===== src/design/assert_macros.svh =====
// ----------------------------------------------------------------------------
// assert_macros.svh
// Shared concurrent assertion macros for the frame handler.
// ----------------------------------------------------------------------------
`ifndef ASSERT_MACROS_SVH
`define ASSERT_MACROS_SVH

// Same-cycle implication, disabled while in reset.
`define CHK_IMPLY(lbl, clk, rstn, ante, cons, msg) \
    lbl: assert property (@(posedge clk) disable iff (!rstn) (ante) |-> (cons)) \
        else $error(msg);

// Next-cycle implication, disabled while in reset.
`define CHK_NEXT(lbl, clk, rstn, ante, cons, msg) \
    lbl: assert property (@(posedge clk) disable iff (!rstn) (ante) |=> (cons)) \
        else $error(msg);

`endif


===== src/design/i2csc_pkg.sv =====
`timescale 1ns / 1ps
// ----------------------------------------------------------------------------
// i2csc_pkg
// Types and constants shared by the I2C checksum frame handler.
// ----------------------------------------------------------------------------
package i2csc_pkg;

    // Controller status event codes
    localparam logic [2:0] EV_READ_ADDR  = 3'd0;
    localparam logic [2:0] EV_BYTE_SENT  = 3'd1;
    localparam logic [2:0] EV_WRITE_ADDR = 3'd2;
    localparam logic [2:0] EV_BYTE_RX    = 3'd3;
    localparam logic [2:0] EV_STOP       = 3'd4;
    localparam logic [2:0] EV_UNEXPECTED = 3'd5;
    localparam logic [2:0] EV_SERVICE    = 3'd6;

    localparam int RX_FRAME_BYTES = 3;
    localparam int TX_FRAME_BYTES = 3;

    localparam int RX_CNT_W = $clog2(RX_FRAME_BYTES + 1);
    localparam int RX_IDX_W = $clog2(RX_FRAME_BYTES);
    localparam int TX_CNT_W = $clog2(TX_FRAME_BYTES + 1);
    localparam int TX_IDX_W = $clog2(TX_FRAME_BYTES);

    localparam logic [RX_CNT_W-1:0] RX_FULL = RX_CNT_W'(RX_FRAME_BYTES);
    localparam logic [TX_CNT_W-1:0] TX_FULL = TX_CNT_W'(TX_FRAME_BYTES);

    localparam logic [7:0] CS_BASE   = 8'hFF;
    localparam logic [7:0] IDLE_BYTE = 8'hFF;

    // Classified operation handed from front end to back end
    typedef enum logic [2:0] {
        OP_READ_ADDR,
        OP_BYTE_SENT,
        OP_WRITE_ADDR,
        OP_BYTE_RX,
        OP_STOP,
        OP_ERROR,
        OP_SERVICE
    } op_t;

    typedef struct packed {
        op_t        op;
        logic [7:0] data;
    } q_entry_t;

endpackage


===== src/design/i2csc_front.sv =====
`timescale 1ns / 1ps
// ----------------------------------------------------------------------------
// i2csc_front
// Accepts status events and classifies them into queue entries.
// ----------------------------------------------------------------------------
module i2csc_front (
    input  logic               in_valid,
    output logic               in_ready,
    input  logic [2:0]         event_req,
    input  logic [7:0]         rx_byte,
    input  logic               q_full,
    output logic               push,
    output i2csc_pkg::q_entry_t push_entry
);
    import i2csc_pkg::*;

    op_t op;

    always_comb
    begin
        unique case (event_req)
            EV_READ_ADDR:  op = OP_READ_ADDR;
            EV_BYTE_SENT:  op = OP_BYTE_SENT;
            EV_WRITE_ADDR: op = OP_WRITE_ADDR;
            EV_BYTE_RX:    op = OP_BYTE_RX;
            EV_STOP:       op = OP_STOP;
            EV_SERVICE:    op = OP_SERVICE;
            // unexpected status and the unused code alike
            default:       op = OP_ERROR;
        endcase
    end

    assign in_ready        = !q_full;
    assign push            = in_valid && !q_full;
    assign push_entry.op   = op;
    // data only travels with a received byte
    assign push_entry.data = (op == OP_BYTE_RX) ? rx_byte : 8'h00;

endmodule


===== src/design/i2csc_queue.sv =====
`timescale 1ns / 1ps
// ----------------------------------------------------------------------------
// i2csc_queue
// Small FIFO decoupling the event front end from the back end.
// ----------------------------------------------------------------------------
`include "assert_macros.svh"

module i2csc_queue #(
    parameter int DEPTH = 2
) (
    input  logic                clk,
    input  logic                rst_n,
    input  logic                push,
    input  i2csc_pkg::q_entry_t push_entry,
    input  logic                pop,
    output i2csc_pkg::q_entry_t head_entry,
    output logic                q_full,
    output logic                q_empty
);
    import i2csc_pkg::*;

    localparam int PTR_W = (DEPTH > 1) ? $clog2(DEPTH) : 1;
    localparam int CNT_W = $clog2(DEPTH + 1);
    localparam logic [PTR_W-1:0] PTR_LAST = PTR_W'(DEPTH - 1);
    localparam logic [CNT_W-1:0] CNT_FULL = CNT_W'(DEPTH);

    q_entry_t            entries [DEPTH];
    logic [PTR_W-1:0]    wr_ptr_reg, wr_ptr_next;
    logic [PTR_W-1:0]    rd_ptr_reg, rd_ptr_next;
    logic [CNT_W-1:0]    count_reg,  count_next;

    always_comb
    begin
        wr_ptr_next = wr_ptr_reg;
        rd_ptr_next = rd_ptr_reg;
        count_next  = count_reg;
        if (push)
        begin
            wr_ptr_next = (wr_ptr_reg == PTR_LAST) ? '0 : wr_ptr_reg + 1'b1;
        end
        if (pop)
        begin
            rd_ptr_next = (rd_ptr_reg == PTR_LAST) ? '0 : rd_ptr_reg + 1'b1;
        end
        if (push && !pop)
        begin
            count_next = count_reg + 1'b1;
        end
        else if (pop && !push)
        begin
            count_next = count_reg - 1'b1;
        end
    end

    always_ff @(posedge clk or negedge rst_n)
    begin
        if (!rst_n)
        begin
            wr_ptr_reg <= '0;
            rd_ptr_reg <= '0;
            count_reg  <= '0;
        end
        else
        begin
            wr_ptr_reg <= wr_ptr_next;
            rd_ptr_reg <= rd_ptr_next;
            count_reg  <= count_next;
        end
    end

    always_ff @(posedge clk)
    begin
        if (push)
        begin
            entries[wr_ptr_reg] <= push_entry;
        end
    end

    assign head_entry = entries[rd_ptr_reg];
    assign q_full     = (count_reg == CNT_FULL);
    assign q_empty    = (count_reg == '0);

    `CHK_IMPLY(a_q_no_overflow, clk, rst_n, push, count_reg != CNT_FULL, "push into full queue")
    `CHK_IMPLY(a_q_no_underflow, clk, rst_n, pop, count_reg != '0, "pop from empty queue")

endmodule


===== src/design/i2csc_back.sv =====
`timescale 1ns / 1ps
// ----------------------------------------------------------------------------
// i2csc_back
// Executes queued operations on the frame state and registers the result.
// ----------------------------------------------------------------------------
`include "assert_macros.svh"

module i2csc_back (
    input  logic                clk,
    input  logic                rst_n,
    input  logic                cfg_wr_en,
    input  logic [7:0]          cfg_wr_data,
    input  i2csc_pkg::q_entry_t head_entry,
    input  logic                q_empty,
    output logic                pop,
    output logic                out_valid,
    input  logic                out_ready,
    output logic [7:0]          tx_byte,
    output logic                tx_valid,
    output logic [7:0]          mode_code,
    output logic [7:0]          temp_code,
    output logic                frame_accepted,
    output logic                bus_error
);
    import i2csc_pkg::*;

    // frame state
    logic [7:0]          rx_frame [RX_FRAME_BYTES];
    logic [7:0]          reply_frame_reg [TX_FRAME_BYTES];
    logic [7:0]          reply_frame_next [TX_FRAME_BYTES];
    logic [RX_CNT_W-1:0] rx_count_reg,    rx_count_next;
    logic                frame_ready_reg, frame_ready_next;
    logic [TX_CNT_W-1:0] tx_index_reg,    tx_index_next;
    logic [7:0]          mode_reg,        mode_next;
    logic [7:0]          temp_reg,        temp_next;
    logic                error_reg,       error_next;
    logic [7:0]          reply_code_reg;

    // result register
    logic                out_valid_reg,   out_valid_next;
    logic [7:0]          tx_byte_reg;
    logic                tx_valid_reg;
    logic [7:0]          mode_code_reg;
    logic [7:0]          temp_code_reg;
    logic                accepted_reg;
    logic                bus_error_reg;

    logic                rx_wr_en;
    logic [7:0]          txb;
    logic                txv;
    logic                acc;
    logic [7:0]          frame_cs;

    assign pop      = !q_empty && (!out_valid_reg || out_ready);
    assign frame_cs = CS_BASE - rx_frame[0] - rx_frame[1];

    always_comb
    begin
        rx_count_next    = rx_count_reg;
        frame_ready_next = frame_ready_reg;
        tx_index_next    = tx_index_reg;
        mode_next        = mode_reg;
        temp_next        = temp_reg;
        error_next       = error_reg;
        reply_frame_next = reply_frame_reg;
        rx_wr_en         = 1'b0;
        txb              = 8'h00;
        txv              = 1'b0;
        acc              = 1'b0;
        if (pop)
        begin
            unique case (head_entry.op)
                OP_READ_ADDR:
                begin
                    txv           = 1'b1;
                    txb           = reply_frame_reg[0];
                    tx_index_next = TX_CNT_W'(1);
                end
                OP_BYTE_SENT:
                begin
                    txv = 1'b1;
                    if (tx_index_reg < TX_FULL)
                    begin
                        txb           = reply_frame_reg[tx_index_reg[TX_IDX_W-1:0]];
                        tx_index_next = tx_index_reg + 1'b1;
                    end
                    else
                    begin
                        txb = IDLE_BYTE;  // reply exhausted, bus released
                    end
                end
                OP_WRITE_ADDR:
                begin
                    rx_count_next = '0;
                end
                OP_BYTE_RX:
                begin
                    // surplus bytes past a full frame are dropped
                    if (rx_count_reg < RX_FULL)
                    begin
                        rx_wr_en      = 1'b1;
                        rx_count_next = rx_count_reg + 1'b1;
                        if (rx_count_reg == RX_FULL - 1'b1)
                        begin
                            frame_ready_next = 1'b1;
                        end
                    end
                end
                OP_STOP:
                begin
                    rx_count_next = '0;
                    tx_index_next = '0;
                end
                OP_ERROR:
                begin
                    rx_count_next = '0;
                    tx_index_next = '0;
                    error_next    = 1'b1;
                end
                OP_SERVICE:
                begin
                    if (frame_ready_reg)
                    begin
                        frame_ready_next = 1'b0;
                        if (frame_cs == rx_frame[2])
                        begin
                            mode_next = rx_frame[0];
                            temp_next = rx_frame[1];
                            acc       = 1'b1;
                        end
                        // reply rebuilt whether or not the checksum held
                        reply_frame_next[0] = reply_code_reg;
                        reply_frame_next[1] = reply_code_reg;
                        reply_frame_next[2] = CS_BASE - {reply_code_reg[6:0], 1'b0};
                    end
                end
                default:
                begin
                end
            endcase
        end

        if (pop)
        begin
            out_valid_next = 1'b1;
        end
        else if (out_ready)
        begin
            out_valid_next = 1'b0;
        end
        else
        begin
            out_valid_next = out_valid_reg;
        end
    end

    always_ff @(posedge clk or negedge rst_n)
    begin
        if (!rst_n)
        begin
            rx_count_reg    <= '0;
            frame_ready_reg <= 1'b0;
            tx_index_reg    <= '0;
            mode_reg        <= '0;
            temp_reg        <= '0;
            error_reg       <= 1'b0;
            reply_code_reg  <= '0;
            out_valid_reg   <= 1'b0;
            for (int i = 0; i < TX_FRAME_BYTES; i++)
            begin
                reply_frame_reg[i] <= '0;
            end
        end
        else
        begin
            rx_count_reg    <= rx_count_next;
            frame_ready_reg <= frame_ready_next;
            tx_index_reg    <= tx_index_next;
            mode_reg        <= mode_next;
            temp_reg        <= temp_next;
            error_reg       <= error_next;
            out_valid_reg   <= out_valid_next;
            reply_frame_reg <= reply_frame_next;
            if (cfg_wr_en)
            begin
                reply_code_reg <= cfg_wr_data;
            end
        end
    end

    // payload: no reset needed
    always_ff @(posedge clk)
    begin
        if (rx_wr_en)
        begin
            rx_frame[rx_count_reg[RX_IDX_W-1:0]] <= head_entry.data;
        end
        if (pop)
        begin
            tx_byte_reg   <= txb;
            tx_valid_reg  <= txv;
            mode_code_reg <= mode_next;
            temp_code_reg <= temp_next;
            accepted_reg  <= acc;
            bus_error_reg <= error_next;
        end
    end

    assign out_valid      = out_valid_reg;
    assign tx_byte        = tx_byte_reg;
    assign tx_valid       = tx_valid_reg;
    assign mode_code      = mode_code_reg;
    assign temp_code      = temp_code_reg;
    assign frame_accepted = accepted_reg;
    assign bus_error      = bus_error_reg;

    `CHK_IMPLY(a_rx_count_range, clk, rst_n, 1'b1, rx_count_reg <= RX_FULL, "rx_count past frame")
    `CHK_IMPLY(a_tx_index_range, clk, rst_n, 1'b1, tx_index_reg <= TX_FULL, "tx_index past reply")
    `CHK_NEXT(a_service_consumes, clk, rst_n,
              pop && (head_entry.op == OP_SERVICE), !frame_ready_reg,
              "service left frame ready")

endmodule


===== src/design/i2c_slave_checksum_frame_handler.sv =====
`timescale 1ns / 1ps
// ----------------------------------------------------------------------------
// i2c_slave_checksum_frame_handler
// Slave-side command/reply frame handler behind an I2C bus controller.
// ----------------------------------------------------------------------------
// Takes one controller status event per transaction and returns exactly one
// result transaction for each. Throughput is one event per clock while the
// result side keeps taking results; an accepted event is written into the
// event queue and its result then into the result register, later when the
// result side stalls. The rate is set by the back end, which updates the
// whole frame state per event. The input side keeps accepting while a result
// waits, until the QUEUE_DEPTH-entry queue fills.
// reply_code is written through cfg_wr_en/cfg_wr_data and is picked up by
// the next service of a full frame; write it only while the block is idle.
// ----------------------------------------------------------------------------
//
// Structure
//   front : decodes the event code into an operation (codes 5 and 7 both
//           map to the error operation) and pushes it into the queue.
//   queue : small FIFO, lets input and result sides stall independently.
//   back  : owns the frame state; assembles the 3-byte command frame,
//           checks 0xFF - (b0 + b1) == b2 on service, latches mode/temp on
//           a match, rebuilds the reply {code, code, 0xFF - 2*code} and
//           streams reply bytes on read events.
//
// Notes
//   - Received bytes past a full frame are dropped until the count is
//     cleared by addressing for write, stop or an error.
//   - The transmit index saturates; reading past the reply gives 0xFF.
//   - bus_error is sticky until reset.
// ----------------------------------------------------------------------------
module i2c_slave_checksum_frame_handler #(
    parameter int QUEUE_DEPTH = 2
) (
    input  logic        clk,
    input  logic        rst_n,

    // configuration
    input  logic        cfg_wr_en,
    input  logic [7:0]  cfg_wr_data,

    // event channel
    input  logic        in_valid,
    output logic        in_ready,
    input  logic [2:0]  event_req,
    input  logic [7:0]  rx_byte,

    // result channel
    output logic        out_valid,
    input  logic        out_ready,
    output logic [7:0]  tx_byte,
    output logic        tx_valid,
    output logic [7:0]  mode_code,
    output logic [7:0]  temp_code,
    output logic        frame_accepted,
    output logic        bus_error
);
    import i2csc_pkg::*;

    logic     push;
    logic     pop;
    logic     q_full;
    logic     q_empty;
    q_entry_t push_entry;
    q_entry_t head_entry;

    i2csc_front u_front (
        .in_valid   (in_valid),
        .in_ready   (in_ready),
        .event_req  (event_req),
        .rx_byte    (rx_byte),
        .q_full     (q_full),
        .push       (push),
        .push_entry (push_entry)
    );

    i2csc_queue #(
        .DEPTH (QUEUE_DEPTH)
    ) u_queue (
        .clk        (clk),
        .rst_n      (rst_n),
        .push       (push),
        .push_entry (push_entry),
        .pop        (pop),
        .head_entry (head_entry),
        .q_full     (q_full),
        .q_empty    (q_empty)
    );

    i2csc_back u_back (
        .clk            (clk),
        .rst_n          (rst_n),
        .cfg_wr_en      (cfg_wr_en),
        .cfg_wr_data    (cfg_wr_data),
        .head_entry     (head_entry),
        .q_empty        (q_empty),
        .pop            (pop),
        .out_valid      (out_valid),
        .out_ready      (out_ready),
        .tx_byte        (tx_byte),
        .tx_valid       (tx_valid),
        .mode_code      (mode_code),
        .temp_code      (temp_code),
        .frame_accepted (frame_accepted),
        .bus_error      (bus_error)
    );

endmodule


===== config.mk =====
export PLATFORM = sky130hd
export DESIGN_NAME = i2c_slave_checksum_frame_handler
export DESIGN_NICKNAME = d
export VERILOG_FILES = /design/src/design/i2csc_pkg.sv /design/src/design/i2csc_front.sv /design/src/design/i2csc_queue.sv /design/src/design/i2csc_back.sv /design/src/design/i2c_slave_checksum_frame_handler.sv
export VERILOG_INCLUDE_DIRS = /design/src /design/src/design
export SDC_FILE = /design/constraint.sdc
export NUM_CORES = 1
export LEC_CHECK = 0
export ABC_AREA = 1
export BUFFER_PORTS_ARGS = -buffer_cell sky130_fd_sc_hd__buf_2
export CAP_MARGIN = 20
export CORE_ASPECT_RATIO = 1.1
export CORE_UTILIZATION = 40
export CTS_CLUSTER_SIZE = 14
export DETAILED_ROUTE_END_ITERATION = 10
export PLACE_DENSITY_LB_ADDON = 0.3
export SETUP_SLACK_MARGIN = 0.15
export SYNTH_ARGS = -nofsm -noshare
export SYNTH_HDL_FRONTEND = slang
export SYNTH_SLANG_ARGS = --single-unit

===== constraint.sdc =====
create_clock -name clk -period 2.69 [get_ports clk]
set_clock_uncertainty 0.05 [all_clocks]
set_input_delay 0.1345 -clock clk [delete_from_list [all_inputs] [get_ports clk]]
set_output_delay 0.1345 -clock clk [all_outputs]
set_load 0.1 [all_outputs]

* Word-level counts from Yosys, hierarchy flattened *
Memory sizes are Yosys's and may differ from the RTL's.
Cells that the tools add are included.

word-level totals
  flip-flop bits (word level) = 78
  RAM bits = 46
  input bits = 24
  output and inout bits = 29
  word-level logic and storage cells = 117
  memories = 2

operators by class
  $add $sub $neg = 9
  order comparisons = 3
  equal/unequal tests = 18
  multiplexer cells = 39
  bitwise gates (word level) = 1
  reductions and logical operators = 26

memory list
  name             words  width  read ports  clocked after Yosys merged registers in  wr ports  line               text
  u_back.rx_frame  3      8      3           0                                        1         i2csc_back.sv:28   logic [7:0] rx_frame [RX_FRAME_BYTES];
  u_queue.entries  2      11     1           0                                        1         i2csc_queue.sv:27  q_entry_t entries [DEPTH];

operators by type and width
  kind                   number
  $mux W8                12
  $pmux W3 S6            1
  $mux W1                17
  $bmux W8 S2            1
  $pmux W8 S2            1
  $sub A8 B8 Y8 const A  2
  $eq A3 B2 Y1 const B   5
  $eq A3 B3 Y1 const B   5
  $reduce_and A3 Y1      3
  $eq A8 B8 Y1           1
  $mux W2                4
  $reduce_bool A2 Y1     4
  $sub A8 B8 Y8          1
  $add A2 B1 Y2 const B  3
  $eq A3 B1 Y1 const B   2
  $logic_not A3 Y1       2
  $ne A2 B1 Y1 const B   3
  $pmux W2 S3            1
  $logic_not A1 Y1       5
  $eq A2 B2 Y1 const B   2
  $logic_and A1 B1 Y1    4
  $lt A2 B2 Y1 const B   2
  $pmux W2 S2            1
  $reduce_and A4 Y1      1
  11 further kinds       13

* Depth between registers and ports, before layout *
  depth after elaboration = 7
  depth in mapped cells = 17
  mapped depth without buffers = 16

* By module *
Synthesis repeated with hierarchy kept, for this count alone.

second synthesis, totals
  cells, all modules = 497
  area total of the unflattened synthesis = 5,460.2 um2

by module, submodules not included
  module       instances  cells an instance  area each (um2)  sequential area each (um2)
  i2csc_back   1          414                4,316.6          2,707.6
  i2csc_queue  1          59                 1,036.0          760.7
  i2csc_front  1          24                 107.6            0.0

* Worst setup path after synthesis *
No wires, ideal clock.

  path kind = flip-flop to flip-flop
  start = register u_back.out_valid_reg (netlist: u_back.out_valid)
  end = memory u_back.rx_frame[0][0] (enable)
  library setup time = 0.371 ns
  arrival time = 2.080 ns
  required time = 2.269 ns
  setup slack = 0.189 ns
  stages on the path, launching flop included = 9
  path buffers = 1
  period minus slack after synthesis = 2.501 ns
  cells stage by stage = dfrtp_1 -> nand2_1 -> o21ai_2 -> inv_1 -> clkbuf_1 -> nand2_1 -> inv_2 -> nand2_1 -> nor2_1

between the ends
  longest elaborated chain between the ends = 6

ends and longest elaborated chain
  item                           line               text
  start: declaration             i2csc_back.sv:40   logic out_valid_reg, out_valid_next;
  start signal: assignment       i2csc_back.sv:182  out_valid_reg <= out_valid_next;
  $logic_not A1 Y1               i2csc_back.sv:54   assign pop = !q_empty && (!out_valid_reg || out_ready);
  $logic_or A1 B1 Y1             i2csc_back.sv:54
  $logic_and A1 B1 Y1            i2csc_back.sv:54
  $mux W1                        i2csc_back.sv:70   if (pop)
  $mux W1                        i2csc_back.sv:194  if (rx_wr_en)
  $mux W1 (not written as such)  i2csc_back.sv:196  rx_frame[rx_count_reg[RX_IDX_W-1:0]] <= head_entry.data;
  end: declaration               i2csc_back.sv:28

No other way between the ends.

==> metrics.md <==
| Metric | Value |
|---|---|
| Netlist Area Pre-Place | 5400 um2 |
| Wire length of the first global-routing pass | 16,600 um |
| Share of cells above drive strength 1 | 22.2% |
| Period minus WS final | 2440 ps |
| Count of flip-flops with a built-in enable after synthesis | 73 |
| Fmax | 409 MHz |
| FF-to-FF End | u_back.mode_code[3] |
| Layout net count | 648 |
| Highest net fanout along the worst path | 8 |
| Post-detailed-route count of antenna-violating nets | 0 |
| Number of flip-flops under the largest register name | 24 |
| Number of buffers on the longest clock path | 2 |
| Drt total wl | 10,300 um |
| Syn_area_per_cell | 10.4 um2 |
| WL/cell | 13.1 um |
| Initial antenna violation count | 0 |
| Status | finished, final reports clean |
| Reg2Reg Launch Point | u_back.rx_frame[1][0] |
| Height of the die | 124 um |
| Overall die width | 113 um |
| End of the critical path | u_back.mode_code[3] |
| Pwr dens | 1220 nW/um2 |
| Leading cell types by count after synthesis | sky130_fd_sc_hd__nand2_1, sky130_fd_sc_hd__inv_1, sky130_fd_sc_hd__edfxtp_1 |
| Final worst hold slack | 15.3 ps |
| Ys flop type | sky130_fd_sc_hd__edfxtp_1 |
| R2r worst-path depth | 13 |
| Leakage | 3.24 nW |
| Num CTS Buffers | 17 |
| Number of synthesis warnings | 0 |
| Drc violations | 0 |
| Final TNS setup | 0 ps |
| Number of endpoints failing setup at the final stage | 0 |
| Unrepaired setup endpoints after global routing | yes |
| Measured slew at the worst slew-check pin | 679 ps |
| Effective utilization at floorplan | 41.0% |
| Final Wtd Congestion | 0.850 |
| Period utilisation layout | 90.8% |
| Area share of the leading cell type in the synthesized netlist | 40.6% |
| Count of standard-cell rows | 44 |
| Post-Synthesis Cells | 520 |
| Slew Limit Headroom | 54.8% |
| Setup Crit Path Kind | flip-flop to flip-flop |
| Placed wire-length estimate after detailed placement | 7050 um |
| Maximum number of pins on one net before global-route repair | 52 |
| Max H-tree Level | 4 |
| Core area | 13,200 um2 |
| First-pass detailed-route iteration total | 4 |
| Vias | 3,684 |
| Total of buffers placed on input and output ports | 52 |
| Endpoint type of the worst setup path | flip-flop |
| Startpoint of the most critical setup path | u_back.rx_frame[1][0] |
| Worst ir drop on vdd | 0.000761 V |
| Leading cell types by total area after synthesis | sky130_fd_sc_hd__edfxtp_1, sky130_fd_sc_hd__dfrtp_1, sky130_fd_sc_hd__nand2_1, sky130_fd_sc_hd__inv_1, sky130_fd_sc_hd__ha_1 |
| Number of diodes added for antenna fixing | 0 |
| Most numerous cell in the Yosys netlist | sky130_fd_sc_hd__nand2_1 |
| Worst skew pair latency | 420 ps |
| Final Slew Violations | 0 |
| Setup slack of the worst register-to-register path | 250 ps |
| Library cell with the largest summed area after synthesis | sky130_fd_sc_hd__edfxtp_1 |
| Average vias per placed instance | 4.70 |
| Synthesis-to-layout area growth | 25.0% |
| Post-Synthesis Net Count | 558 |
| Total global-route track usage | 15.8% |
| CTS root buf | sky130_fd_sc_hd__clkbuf_16 |
| I/O pin cnt | 53 |
| Initial DRC Count | 266 |
| Number of sinks driven by the clock tree | 124 |
| Hold path start | rx_byte[2] |
| WP data required | 2800 ps |
| Synth Register Bits | 124 |
| Clock tree from TritonCTS | yes |
| Final number of hold-violating endpoints | 0 |
| Floorplan die area | 14,000 um2 |
| Element type at the critical path start | flip-flop |
| Overall overflow remaining after global route | 0 |
| Async S/R FF share, synth | 41.1% |
| Arrival time of data at the critical path endpoint | 2550 ps |
| Sequential element share of the synthesized area | 64.2% |
| Number of max-cap violations | 0 |
| Number of global-route vias before repair | 3,493 |
| Worst min-delay path category | input port to flip-flop |
| Synth unique cells | 36 |
| Clk slew on worst S/H paths | 50 ps |
[worst min-delay path by stage]
stage                               end  slack, ps  cells past startpoint
6_report          u_queue.entries[1][2]         20                      3
5_1_grt           u_queue.entries[1][6]          7                      3
4_1_cts        u_back.reply_code_reg[4]        0.7                      3
3_5_place_dp         u_back.temp_reg[1]        240                      2
3_3_place_gp         u_back.temp_reg[1]        240                      2
2_1_floorplan          u_back.error_reg       -210                      0
[report_power, final]
group	switching, W	internal [W]	leakage (nW)
logic	0.00241	0.000575	1.62
registers	0.000192	0.00264	1.30
clock network	0.000803	0.00160	0.322
total	0.00341	0.00482	3.24
[cell families after synthesis]
kind of cell | after synthesis | share of synthesized area [%]
flip-flops | 124 | 64.2
buffers and inverters | 100 | 7.49
multiplexers | 3 | 0.626
AO/OA/AOI/OAI | 50 | 5.33
adder cells (fa/ha/maj) | 14 | 3.38
AND/OR/NAND/NOR | 224 | 18.1
XOR/XNOR | 5 | 0.811
[critical path: stages (launching register included)]
cell	delay [ps]
sky130_fd_sc_hd__edfxtp_1	390
sky130_fd_sc_hd__ha_2	210
sky130_fd_sc_hd__inv_2	70
sky130_fd_sc_hd__fa_1	420
sky130_fd_sc_hd__nand2_1	80
sky130_fd_sc_hd__nand2_1	50
sky130_fd_sc_hd__nor2_1	100
sky130_fd_sc_hd__nand2_1	80
sky130_fd_sc_hd__nor2_1	100
sky130_fd_sc_hd__nand3_1	120
sky130_fd_sc_hd__nor2_4	170
sky130_fd_sc_hd__nand3_4	170
sky130_fd_sc_hd__nand2_1	110
sky130_fd_sc_hd__nand2_1	80
[per-stage QoR]
stage	instance area, um2	total power [W]	worst slack (ps)	std cells	util [%]
after CTS	6660	0.00825	152	780	50.6
after global placement	5850	0.00575	175	731	44.5
after detailed placement	5850	0.00582	98.1	731	44.5
after global routing	6750	0.00862	44.8	784	51.3
after floorplan	5400	0.00524	189	520	-
final	6750	0.00822	247	784	51.3
[final cells by class]
cell class | instances | area (um2)
fill | 1162 | 6410
multi-input combinational | 297 | 1590
sequential | 124 | 3470
clock inverter | 8 | 96.3
clock buffer | 24 | 546
timing repair buffer | 80 | 503
tap | 161 | 201
inverter | 90 | 338
[cells in the final DEF (no fill, tap or decap), types with 3 or more instances in the layout]
master / count
sky130_fd_sc_hd__nor2_4: 4
sky130_fd_sc_hd__nand2_1: 133
sky130_fd_sc_hd__nor2_1: 30
sky130_fd_sc_hd__clkbuf_8: 3
sky130_fd_sc_hd__clkbuf_16: 20
sky130_fd_sc_hd__xnor2_1: 3
sky130_fd_sc_hd__inv_1: 79
sky130_fd_sc_hd__dlygate4sd3_1: 13
sky130_fd_sc_hd__nand2_2: 9
sky130_fd_sc_hd__buf_2: 52
sky130_fd_sc_hd__nor2_2: 3
sky130_fd_sc_hd__clkinv_2: 3
sky130_fd_sc_hd__ha_1: 12
sky130_fd_sc_hd__mux2_2: 3
sky130_fd_sc_hd__nand3_1: 32
sky130_fd_sc_hd__dfrtp_1: 51
sky130_fd_sc_hd__buf_4: 15
sky130_fd_sc_hd__inv_2: 10
sky130_fd_sc_hd__nand2_4: 4
sky130_fd_sc_hd__a21oi_1: 10
sky130_fd_sc_hd__edfxtp_1: 73
sky130_fd_sc_hd__o21ai_0: 27
sky130_fd_sc_hd__o21bai_1: 8
[per-layer routing]
metal	track usage [%]	vias up	routed length, um
li1	-	1850	-
met1	19.5	1736	4790
met2	25.2	78	4830
met3	4.33	20	378
met4	8.75	0	252
met5	0	-	0
[repair_timing]
item	in CTS	in global routing
hold buffers	13	0
gates cloned	0	1
endpoints found under the hold margin	66	0
buffers inserted	4	3
pin swaps	2	4
resized for setup	1	17
setup endpoints to repair	16	48
Note: power is estimated with default switching activity, not from simulation.
